File: src/rtl/mnpa_pkg.sv
// Shared types and constants for the mono note priority assigner.
package mnpa_pkg;

    // Field widths.
    localparam int unsigned KEY_W = 7;
    localparam int unsigned VEL_W = 7;
    localparam int unsigned CMD_W = 2;
    localparam int unsigned MODE_W = 2;

    // Voice commands.
    localparam logic [CMD_W-1:0] CMD_START = 2'd0;
    localparam logic [CMD_W-1:0] CMD_RETARGET = 2'd1;
    localparam logic [CMD_W-1:0] CMD_STOP = 2'd2;

    // Priority modes; the unused code behaves as last-pressed.
    localparam logic [MODE_W-1:0] MODE_LAST = 2'd0;
    localparam logic [MODE_W-1:0] MODE_LOWEST = 2'd1;
    localparam logic [MODE_W-1:0] MODE_HIGHEST = 2'd2;

    // Event opcodes.
    localparam logic OP_RELEASE = 1'b0;
    localparam logic OP_PRESS = 1'b1;

    typedef logic [KEY_W-1:0] t_key;

    // Token that walks down the cell row, one cell per cycle.
    typedef struct packed {
        logic             active;
        logic             op;
        t_key             key;
        logic [VEL_W-1:0] vel;
        logic             found;
        logic             appended;
        logic             have_best;
        t_key             best;
        logic             have_last;
        t_key             last;
    } t_link;

endpackage

File: src/rtl/mono_note_priority_assigner.sv
// An event passes the entry token register, each cell register and the finished-token register to the output.
// Events are taken one at a time; the token walks one cell per cycle,
// and a stalled output register holds the next event back until its result moves on.
// A new event is taken while the previous result still waits on the output.
// Reset (synchronous, active low) empties the held list and sets mode to last.
// Key storage has no reset; only slots below the held count are ever read.
module mono_note_priority_assigner #(
    parameter int unsigned MAX_KEYS = 16
) (
    input  logic        i_clk,
    input  logic        i_rst_n,
    // Configuration: priority mode.
    input  logic        i_cfg_we,
    input  logic [1:0]  i_cfg_wdata,
    // Event input.
    input  logic        i_s_axis_tvalid,
    output logic        o_s_axis_tready,
    input  logic [15:0] i_s_axis_tdata,  // [6:0] key, [13:7] velocity, [15:14] zero
    input  logic        i_s_axis_tuser,  // [0] opcode
    // Voice command output.
    output logic        o_m_axis_tvalid,
    input  logic        i_m_axis_tready,
    output logic [15:0] o_m_axis_tdata,  // [6:0] target_key, [13:7] out_velocity, [15:14] zero
    output logic [1:0]  o_m_axis_tuser   // [1:0] command
);

    localparam int unsigned CW = $clog2(MAX_KEYS + 1);

    logic [mnpa_pkg::MODE_W-1:0] r_mode;
    logic [CW-1:0]               r_count;
    logic                        r_busy;
    logic                        r_tok_act;
    mnpa_pkg::t_link             r_tok;
    mnpa_pkg::t_link             n_tok;
    logic                        r_fin_v;
    mnpa_pkg::t_link             r_fin;
    logic                        r_m_valid;
    logic [15:0]                 r_m_data;
    logic [1:0]                  r_m_user;

    mnpa_pkg::t_link             w_link [0:MAX_KEYS];
    mnpa_pkg::t_key              w_key [0:MAX_KEYS-1];
    logic                        low;
    logic                        high;
    logic                        s_acc;
    logic                        out_free;
    logic                        load_out;
    logic [1:0]                  n_cmd;
    mnpa_pkg::t_key              n_tgt;
    logic [mnpa_pkg::VEL_W-1:0]  n_vel;

    assign low = (r_mode == mnpa_pkg::MODE_LOWEST);
    assign high = (r_mode == mnpa_pkg::MODE_HIGHEST);

    assign o_s_axis_tready = !r_busy;
    assign s_acc = i_s_axis_tvalid && !r_busy;
    assign out_free = !r_m_valid || i_m_axis_tready;
    assign load_out = r_fin_v && out_free;

    // Configuration register.
    always_ff @(posedge i_clk) begin
        if (!i_rst_n) begin
            r_mode <= mnpa_pkg::MODE_LAST;
        end else if (i_cfg_we) begin
            r_mode <= i_cfg_wdata;
        end
    end

    // Fresh token built from the incoming transaction.
    always_comb begin
        n_tok = '0;
        n_tok.op = i_s_axis_tuser;
        n_tok.key = i_s_axis_tdata[mnpa_pkg::KEY_W-1:0];
        n_tok.vel = i_s_axis_tdata[mnpa_pkg::KEY_W +: mnpa_pkg::VEL_W];
    end

    // Token entering the first cell.
    always_ff @(posedge i_clk) begin
        if (!i_rst_n) begin
            r_tok_act <= 1'b0;
        end else begin
            r_tok_act <= s_acc;
        end
        if (s_acc) begin
            r_tok <= n_tok;
        end
    end

    always_comb begin
        w_link[0] = r_tok;
        w_link[0].active = r_tok_act;
    end

    // Row of key cells.
    for (genvar g = 0; g < MAX_KEYS; g++) begin : g_cell
        mnpa_pkg::t_key next_key;
        if (g == MAX_KEYS - 1) begin : g_tail
            assign next_key = w_key[g];
        end else begin : g_body
            assign next_key = w_key[g + 1];
        end
        mnpa_cell #(
            .INDEX(g),
            .CW   (CW)
        ) u_cell (
            .i_clk     (i_clk),
            .i_rst_n   (i_rst_n),
            .i_count   (r_count),
            .i_low     (low),
            .i_high    (high),
            .i_link    (w_link[g]),
            .i_next_key(next_key),
            .o_key     (w_key[g]),
            .o_link    (w_link[g + 1])
        );
    end

    // Finished token capture and held count update.
    always_ff @(posedge i_clk) begin
        if (!i_rst_n) begin
            r_fin_v <= 1'b0;
            r_count <= '0;
            r_busy <= 1'b0;
        end else begin
            if (s_acc) begin
                r_busy <= 1'b1;
            end else if (load_out) begin
                r_busy <= 1'b0;
            end
            if (w_link[MAX_KEYS].active) begin
                r_fin_v <= 1'b1;
                if (w_link[MAX_KEYS].op == mnpa_pkg::OP_PRESS) begin
                    if (w_link[MAX_KEYS].appended) begin
                        r_count <= r_count + CW'(1);
                    end
                end else if (w_link[MAX_KEYS].found) begin
                    r_count <= r_count - CW'(1);
                end
            end else if (load_out) begin
                r_fin_v <= 1'b0;
            end
        end
        if (w_link[MAX_KEYS].active) begin
            r_fin <= w_link[MAX_KEYS];
        end
    end

    // Voice command from the finished token; the count is already updated.
    always_comb begin
        if (r_fin.op == mnpa_pkg::OP_PRESS) begin
            n_cmd = mnpa_pkg::CMD_START;
            n_tgt = (low || high) ? r_fin.best : r_fin.key;
            n_vel = r_fin.vel;
        end else if (r_count != '0) begin
            n_cmd = mnpa_pkg::CMD_RETARGET;
            n_tgt = (low || high) ? r_fin.best : r_fin.last;
            n_vel = '0;
        end else begin
            n_cmd = mnpa_pkg::CMD_STOP;
            n_tgt = r_fin.key;
            n_vel = r_fin.vel;
        end
    end

    // Output register.
    always_ff @(posedge i_clk) begin
        if (!i_rst_n) begin
            r_m_valid <= 1'b0;
        end else if (load_out) begin
            r_m_valid <= 1'b1;
        end else if (i_m_axis_tready) begin
            r_m_valid <= 1'b0;
        end
        if (load_out) begin
            r_m_data <= {2'b00, n_vel, n_tgt};
            r_m_user <= n_cmd;
        end
    end

    assign o_m_axis_tvalid = r_m_valid;
    assign o_m_axis_tdata = r_m_data;
    assign o_m_axis_tuser = r_m_user;

endmodule

File: src/rtl/mnpa_cell.sv
// One slot of the held-key list: stores a key and updates the passing token.
module mnpa_cell #(
    parameter int unsigned INDEX = 0,
    parameter int unsigned CW = 5
) (
    input  logic                i_clk,
    input  logic                i_rst_n,
    input  logic [CW-1:0]       i_count,
    input  logic                i_low,
    input  logic                i_high,
    input  mnpa_pkg::t_link     i_link,
    input  mnpa_pkg::t_key      i_next_key,
    output mnpa_pkg::t_key      o_key,
    output mnpa_pkg::t_link     o_link
);

    mnpa_pkg::t_key  r_key;
    mnpa_pkg::t_link r_link;
    logic            r_act;

    logic            occ;
    logic            occ_next;
    logic            match;
    logic            shift;
    logic            append;
    mnpa_pkg::t_key  cand;
    logic            cand_ok;
    logic            better;
    mnpa_pkg::t_link n_link;

    // Slot occupancy follows from the held count.
    assign occ = i_count > CW'(INDEX);
    assign occ_next = i_count > CW'(INDEX + 1);
    assign match = occ && (r_key == i_link.key);
    // A release shifts every slot from the matching one onward.
    assign shift = (i_link.op == mnpa_pkg::OP_RELEASE) && (i_link.found || match);
    // A press of an absent key lands in the first free slot.
    assign append = (i_link.op == mnpa_pkg::OP_PRESS) && !i_link.found &&
                    (i_count == CW'(INDEX));

    // Candidate value of this slot in the list after the event.
    always_comb begin
        if (i_link.op == mnpa_pkg::OP_PRESS) begin
            cand = append ? i_link.key : r_key;
            cand_ok = append || occ;
        end else begin
            cand = shift ? i_next_key : r_key;
            cand_ok = shift ? occ_next : occ;
        end
    end

    assign better = !i_link.have_best ||
                    (i_low && (cand < i_link.best)) ||
                    (i_high && (cand > i_link.best));

    // Token update for the next cell.
    always_comb begin
        n_link = i_link;
        n_link.found = i_link.found || match;
        n_link.appended = i_link.appended || append;
        if (cand_ok && better) begin
            n_link.have_best = 1'b1;
            n_link.best = cand;
        end
        if (cand_ok) begin
            n_link.have_last = 1'b1;
            n_link.last = cand;
        end
    end

    // Slot storage: written on append or shift only.
    always_ff @(posedge i_clk) begin
        if (i_link.active) begin
            if (append) begin
                r_key <= i_link.key;
            end else if (shift) begin
                r_key <= i_next_key;
            end
        end
    end

    // Token register toward the neighbor.
    always_ff @(posedge i_clk) begin
        if (!i_rst_n) begin
            r_act <= 1'b0;
        end else begin
            r_act <= i_link.active;
        end
        r_link <= n_link;
    end

    assign o_key = r_key;

    always_comb begin
        o_link = r_link;
        o_link.active = r_act;
    end

endmodule
File: config.mk
export PLATFORM = sky130hd
export DESIGN_NAME = mono_note_priority_assigner
export DESIGN_NICKNAME = d
export VERILOG_FILES = /design/src/rtl/mnpa_pkg.sv /design/src/rtl/mono_note_priority_assigner.sv /design/src/rtl/mnpa_cell.sv
export SDC_FILE = /design/constraint.sdc
export NUM_CORES = 1
export LEC_CHECK = 0
export BUFFER_PORTS_ARGS = -buffer_cell sky130_fd_sc_hd__buf_2
export CAP_MARGIN = 0
export CORE_UTILIZATION = 35
export DETAILED_ROUTE_END_ITERATION = 10
export GPL_TIMING_DRIVEN = 0
export PLACE_DENSITY = 0.52
export SETUP_SLACK_MARGIN = 0.05
export SLEW_MARGIN = 20
export SYNTH_ARGS = -nofsm -noshare
export SYNTH_HDL_FRONTEND = slang
export SYNTH_SLANG_ARGS = --single-unit
File: constraint.sdc
create_clock -name i_clk -period 5.5 [get_ports i_clk]
set_input_delay 1.1 -clock i_clk [delete_from_list [all_inputs] [get_ports i_clk]]
set_output_delay 1.1 -clock i_clk [all_outputs]
set_load 0.005 [all_outputs]
==> impl_metrics.tcl, run 1 <==
set metrics [dict create \
    dr.pass1.iters 5 \
    wire_per_inst_um 18.9 \
    routed_via_density 5.10 \
    drc_errors 0 \
    cts_buffers 73 \
    cap_viol_max_count 0 \
    maxUsedRoutingLayer "met4" \
    leakagePower_nw 13.4 \
    fin_util_pct 40.5 \
    final-max-slew-violation-count 0 \
    die_x_um 289 \
    rows 104 \
    crit_fanout 10 \
    critPathLaunchType "flop" \
    synth-edff-count 172 \
    core_area_mm2 0.0811 \
    synthCells 2405 \
    antenna_found_initial 2 \
    cts_hold_buf 0 \
    vias 18600 \
    dp_hpwl_mm 51.6 \
    ant_nets 0 \
    worstSetupStartpoint "r_count[1]" \
    pwr-share-comb_pct 5.1 \
    ys_seq_area_share_pct 54.8 \
    grt_pass1_vias 18800 \
    async_flop_share_pct 0 \
    fin_crit_sh_pct 91.5 \
    path_clk_slew_ns 0.06 \
    synthToLayoutAreaGrowth_pct 13.8 \
    criticalPathCategory "reg2reg" \
    grt_pass1_wl_mm 108 \
    status "complete, no violations" \
    rsz0062_at_grt "false" \
    dpl_worst_slack_ns 0.222 \
    syn_avg_cell_area_um2 12.0 \
    synth-seq-cells 703 \
    dr.first_iter.drc_count 1123 \
    place_congestion 0.854 \
    htreeDepth 3 \
    max-vdd-ir-drop_v 0.000207 \
    ys.flop_type "dfxtp_1" \
    cts_sinks 703 \
    wl_met1_mm 33.2 \
    critPathSlowestCell "or3_1" \
    cts_root_buf "clkbuf_16" \
    gr-total-overflow 0 \
    clock_latency_ns 0.61 \
    netSwitchingPower_mw 2.49 \
    synthesis.area_mm2 0.0288 \
    powerDensity_mw_per_mm2 340 \
    synth_cell_types 98 \
    hp-start "g_cell[8].u_cell.o_link[23]" \
    reg2reg_from "r_count[1]" \
    total_power_mw 11.1 \
    power.share.sequential_pct 51.0 \
    die_h_um 289 \
    timing.final.hold_violations 0 \
    worstHoldPathType "reg2reg" \
    intPower_mw 8.65 \
    wl_met2_mm 31.4 \
    grt_max_degree 32 \
    crit_path_end_kind "flop" \
    place.port_buffers 39 \
    fmax_mhz 199 \
    layout.nets 2660 \
    critPathRequiredTime_ns 5.98 \
    wl_mm 68.9 \
    met3_wirelength_mm 3.08 \
    track_usage_pct 16.5 \
    pin_count 44 \
    cp.arrival_ns 5.51 \
    p_clk_share_pct 43.9 \
    slew_headroom_pct 32.1 \
    fin_skew_ns 0.0214 \
    drive_gt1_share_pct 21.2 \
    die-area_mm2 0.0835 \
    start_util_pct 35.6 \
    setup_violations 0 \
    setup_ws_ns 0.468 \
    cts_buffer_depth 3 \
    setup_tns_ns 0 \
    crit_path_max_incr_delay_ns 0.48 \
    period_needed_ns 5.03 \
    path_cells "buf_2 -> buf_2 -> inv_1 -> ha_1 -> o21ba_2 -> o21ai_0 -> or3_1 -> clkbuf_1 -> o221a_2 -> ha_1 -> and3_1 -> a221oi_1 -> a21oi_1 -> o31ai_4 -> mux2_2" \
    cts_tree "built" \
    yosysWarnings 0 \
    worst_pin_slew_ns 1.02 \
    sw_frac_of_total_pct 22.4 \
]
==> logic make-up (layout without fill, tap and decap cells) <==
family | after synthesis | after routing | share of synthesized area, %
multiplexers | 319 | 319 | 12.0
adder cells (fa/ha/maj) | 113 | 113 | 4.90
AO/OA/AOI/OAI | 444 | 444 | 12.6
AND/OR/NAND/NOR | 442 | 442 | 8.48
other | 1 | 5 | 0.0130
XOR/XNOR | 116 | 116 | 3.52
buffers and inverters | 267 | 441 | 3.71
flip-flops | 703 | 703 | 54.8
==> synthesized netlist by cell type, drive strengths merged, types with 12 or more instances <==
cell,number,area [µm²]
a211oi,33,273
a21o,19,143
a21oi,72,383
a22oi,14,105
and2,23,144
and3,20,125
buf,35,199
clkbuf,43,161
dfxtp,531,10600
edfxtp,172,5160
ha,113,1410
inv,187,702
mux2,215,2420
mux2i,104,1040
nand2,73,274
nand2b,39,244
nand3,31,160
nand4,30,224
nor2,88,340
nor2b,33,206
nor3,36,203
o211ai,14,119
o21a,12,90.1
o21ai,65,325
o221a,74,833
o22a,14,123
o22ai,31,194
o31ai,13,146
or2,21,131
or3,12,75.1
xnor2,48,420
xor2,68,596
==> layout make-up <==
cell class	instances	area [µm²]
Fill cell	7612	48300
Multi-Input combinational cell	1436	12000
Sequential cell	703	15800
Timing Repair Buffer	42	221
Inverter	189	709
Clock buffer	100	2100
Antenna cell	3	7.51
Clock inverter	32	285
Buffer	78	363
Tap cell	1060	1330
==> placed cells by master (no fill, tap or decap), types with 33 or more instances in the layout <==
master / n
buf_2: 60
ha_1: 113
mux2i_1: 104
xor2_1: 68
edfxtp_1: 172
nand2_1: 73
inv_1: 187
clkbuf_1: 55
nor3_1: 33
nand2b_1: 39
xnor2_1: 48
o21ai_0: 63
clkbuf_16: 77
dfxtp_1: 530
mux2_2: 203
nor2_1: 86
o221a_2: 74
a21oi_1: 68
==> path summary, 6_finish.rpt <==
kind                                 end  slack [ns]  cells after the start
min reg2reg  g_cell[9].u_cell.o_link[23]        0.32                      0
min          g_cell[9].u_cell.o_link[23]        0.32                      0
max reg2reg   g_cell[9].u_cell.o_link[8]        0.47                     15
max           g_cell[9].u_cell.o_link[8]        0.47                     15
==> registers in the layout (all words and copies together), names as in the netlist <==
| signal | cells |
|---|---|
| g_cell.u_cell.o_key | 112 |
| g_cell.u_cell.o_link | 504 |
| g_cell.u_cell.r_act | 16 |
| o_m_axis_tdata | 14 |
| o_m_axis_tuser | 2 |
| o_m_axis_tvalid | 1 |
| r_busy | 1 |
| r_count | 5 |
| r_fin | 29 |
| r_fin_v | 1 |
| r_mode | 2 |
| r_tok | 15 |
| r_tok_act | 1 |
==> through the flow <==
stage	hold WS (ns)	instances	cell area, µm²
4_1_cts	0.322	3638	32800
6_report	0.319	3643	32800
2_1_floorplan	0.310	2406	28800
5_1_grt	0.325	3640	32800
3_3_place_gp	0.310	3505	30400
3_5_place_dp	0.312	3506	30400
==> critical path, delay by kind of cell (launching register included) <==
| kind | cells | cell delay, ns |
|---|---|---|
| and+or+nand+nor | 2 | 0.69 |
| muxes | 1 | 0.41 |
| AOI/OAI and AO/OA | 6 | 1.75 |
| adders and majority gates | 2 | 0.67 |
| buffers and inverters | 4 | 0.97 |
| DFF | 1 | 0.38 |
==> power groups by stage <==
stage	combinational, mW	clock [mW]	sequential [mW]
2_1_floorplan	0.419	0	5.72
3_3_place_gp	0.550	0	5.79
3_5_place_dp	0.564	0	5.80
4_1_cts	0.570	5.04	5.68
5_1_grt	0.639	5.25	5.70
6_report	0.569	4.89	5.68
==> timing repair <==
action                                  in CTS  in global routing
endpoints found under the setup margin       0                  8
gates resized for setup                      0                  2
setup buffers                                0                  2
==> metal layers <==
| metal | vias up | track usage (%) |
|---|---|---|
| met5 | - | 0 |
| met4 | 0 | 4.04 |
| met3 | 87 | 2.71 |
| met2 | 379 | 26.2 |
| met1 | 9112 | 23.5 |
| li1 | 9009 | - |
No activity file was read; power rests on OpenSTA's default activity.
==> run 2, diff against run 1 <==
CORE_ASPECT_RATIO = 0.5   (was unset)
PLACE_DENSITY = 0.54   (was 0.52)
clock period = 4.4 ns   (was 5.5 ns; I/O delays follow)
==> run 2 against run 1 <==
  * Via count down 0.53%
  * Worst setup slack worse by 0.26 ns
  * Core utilization up 0.92 points
  * Worst hold slack worse by 0.0019 ns
  * Clock skew down 0.00086 ns
  * Final cell count up 1.1%
  * Clock power up 19%
  * Critical path depth up 3
  * Combinational power up 28%
  * Sequential share of layout area down 0.71 points
  * Sequential power up 25%
  * Critical path type unchanged
  * Critical endpoint is now g_cell[13].u_cell.o_link[13]
==> impl_metrics.tcl, run 2 (synthesis gave the netlist of run 1 again) <==
set metrics [dict create \
    crit_path_max_incr_delay_ns 0.35 \
    cts_hold_buf 0 \
    intPower_mw 10.6 \
    critPathSlowestCell "dfxtp_2" \
    cts_tree "built" \
    cap_viol_max_count 0 \
    routed_via_density 5.02 \
    final-max-slew-violation-count 0 \
    hold_ws_ns 0.317 \
    worst_pin_slew_ns 1.08 \
    dr.first_iter.drc_count 1398 \
    dr.pass1.iters 5 \
    path_clk_slew_ns 0.07 \
    final_cell_mix "dfxtp_1, mux2_2, inv_1" \
    pin_count 44 \
    die_h_um 205 \
    fmax_mhz 238 \
    reg2reg_from "r_count[1]" \
    crit_path_end_kind "flop" \
    max-vdd-ir-drop_v 0.000222 \
    die-area_mm2 0.0836 \
    place_area_mm2 0.0304 \
    p_clk_share_pct 42.7 \
    drc_errors 0 \
    worstHoldPathType "reg2reg" \
    cts_buffer_depth 3 \
    wl_mm 68.0 \
    criticalPathCategory "reg2reg" \
    track_usage_pct 16.2 \
    timing.final.hold_violations 0 \
    leakagePower_nw 13.5 \
    place_congestion 0.847 \
    crit_family "compound AO/OA/AOI/OAI gates" \
    fin_skew_ns 0.0205 \
    crit_buf_inv 6 \
    gr-total-overflow 0 \
    final_common_cell "dfxtp_1" \
    pwr-share-comb_pct 5.4 \
    powerDensity_mw_per_mm2 409 \
    cts_buffers 69 \
    htreeDepth 3 \
    power.share.sequential_pct 52.0 \
    period_needed_ns 4.19 \
    cp.depth 18 \
    synthToLayoutAreaGrowth_pct 15.5 \
    finalInstanceArea_mm2 0.0333 \
    fin_crit_sh_pct 95.3 \
    drive_gt1_share_pct 23.7 \
    vias 18500 \
    r2r_cells 18 \
    cp.arrival_ns 4.68 \
    ant_nets 0 \
    path_cells "buf_8 -> buf_8 -> clkinvlp_4 -> ha_4 -> o21ba_4 -> a31oi_4 -> nor3_4 -> o31a_1 -> buf_4 -> buf_4 -> o221a_2 -> ha_1 -> nand4_1 -> a21oi_1 -> or3_1 -> o311a_1 -> buf_4 -> mux2_1" \
    netSwitchingPower_mw 3.07 \
    layout.nets 2676 \
    grt_pass1_vias 18200 \
    slew_headroom_pct 27.7 \
    core_area_mm2 0.0805 \
    worstSetupStartpoint "r_count[1]" \
    critPathLaunchType "flop" \
    rows 73 \
    antenna_found_initial 3 \
    endpoint "g_cell[13].u_cell.o_link[13]" \
    clock_latency_ns 0.61 \
    wire_per_inst_um 18.4 \
    cts_root_buf "clkbuf_16" \
    dp_hpwl_mm 50.6 \
    grt_pass1_wl_mm 106 \
    grt_max_degree 32 \
    start_util_pct 35.8 \
    path_common_cell "buf_4" \
    largest_register_ffs 504 \
    setup_violations 0 \
    place.port_buffers 39 \
    crit_fanout 10 \
    cts_sinks 703 \
    total_power_mw 13.6 \
    status "complete, no violations" \
    regToRegEndpoint "g_cell[13].u_cell.o_link[13]" \
    critPathRequiredTime_ns 4.89 \
    fin_util_pct 41.4 \
    fillers 7542 \
    reg2reg_slack_ns 0.21 \
    rsz0062_at_grt "false" \
    sw_frac_of_total_pct 22.5 \
    die_x_um 408 \
]
==> run 2: metal layers <==
metal / vias to the layer above / GRT usage, % / wire length [µm]
met5: - / 0 / 0
met4: 0 / 4.16 / 1160
met3: 83 / 2.53 / 2800
met2: 357 / 25.5 / 30500
met1: 9016 / 23.0 / 33500
li1: 9033 / - / -
==> run 2: final cells by class <==
| class | instances | area, µm² | area share, % |
|---|---|---|---|
| Sequential cell | 703 | 15800 | 47.4 |
| Timing Repair Buffer | 63 | 383 | 1.15 |
| Tap cell | 1087 | 1360 | 4.08 |
| Buffer | 77 | 415 | 1.25 |
| Multi-Input combinational cell | 1436 | 12400 | 37.2 |
| Antenna cell | 2 | 5.00 | 0.0150 |
| Clock buffer | 100 | 2040 | 6.12 |
| Inverter | 189 | 713 | 2.14 |
| Clock inverter | 27 | 201 | 0.605 |
==> run 2: how the worst min path moves through the flow <==
stage | start | endpoint | depth (start not counted)
3_3_place_gp | g_cell[7].u_cell.o_link[21] | g_cell[8].u_cell.o_link[21] | 0
3_5_place_dp | g_cell[10].u_cell.o_link[24] | g_cell[11].u_cell.o_link[24] | 0
2_1_floorplan | g_cell[9].u_cell.o_link[18] | g_cell[10].u_cell.o_link[18] | 0
6_report | g_cell[10].u_cell.o_link[24] | g_cell[11].u_cell.o_link[24] | 0
5_1_grt | g_cell[10].u_cell.o_link[18] | g_cell[11].u_cell.o_link[18] | 0
4_1_cts | g_cell[11].u_cell.o_link[23] | g_cell[12].u_cell.o_link[23] | 0
==> run 2: power by group through the flow <==
stage                     Clock, mW  Combinational (mW)  Sequential, mW
after floorplan                   0               0.524            7.16
after CTS                      5.99               0.723            7.09
after detailed placement          0               0.706            7.23
after global routing           6.25               0.820            7.12
after global placement            0               0.694            7.23
final                          5.82               0.731            7.09
==> run 2: repair_timing <==
action                                 in CTS  in global routing
gates cloned                                0                  0
pin swaps                                   5                 12
setup endpoints to repair                  70                 96
endpoints found under the hold margin       0                  0
buffers inserted                            6                 16
resized for setup                          45                 65
==> run 2: metrics by stage <==
step                      worst slack, ns  cells  setup TNS (ns)
after floorplan                     0.167   2406               0
after global placement             -0.851   3532          -23.79
after detailed placement           -0.905   3534          -25.02
after CTS                          0.0688   3666               0
after global routing               0.0456   3682               0
final                               0.207   3684               0
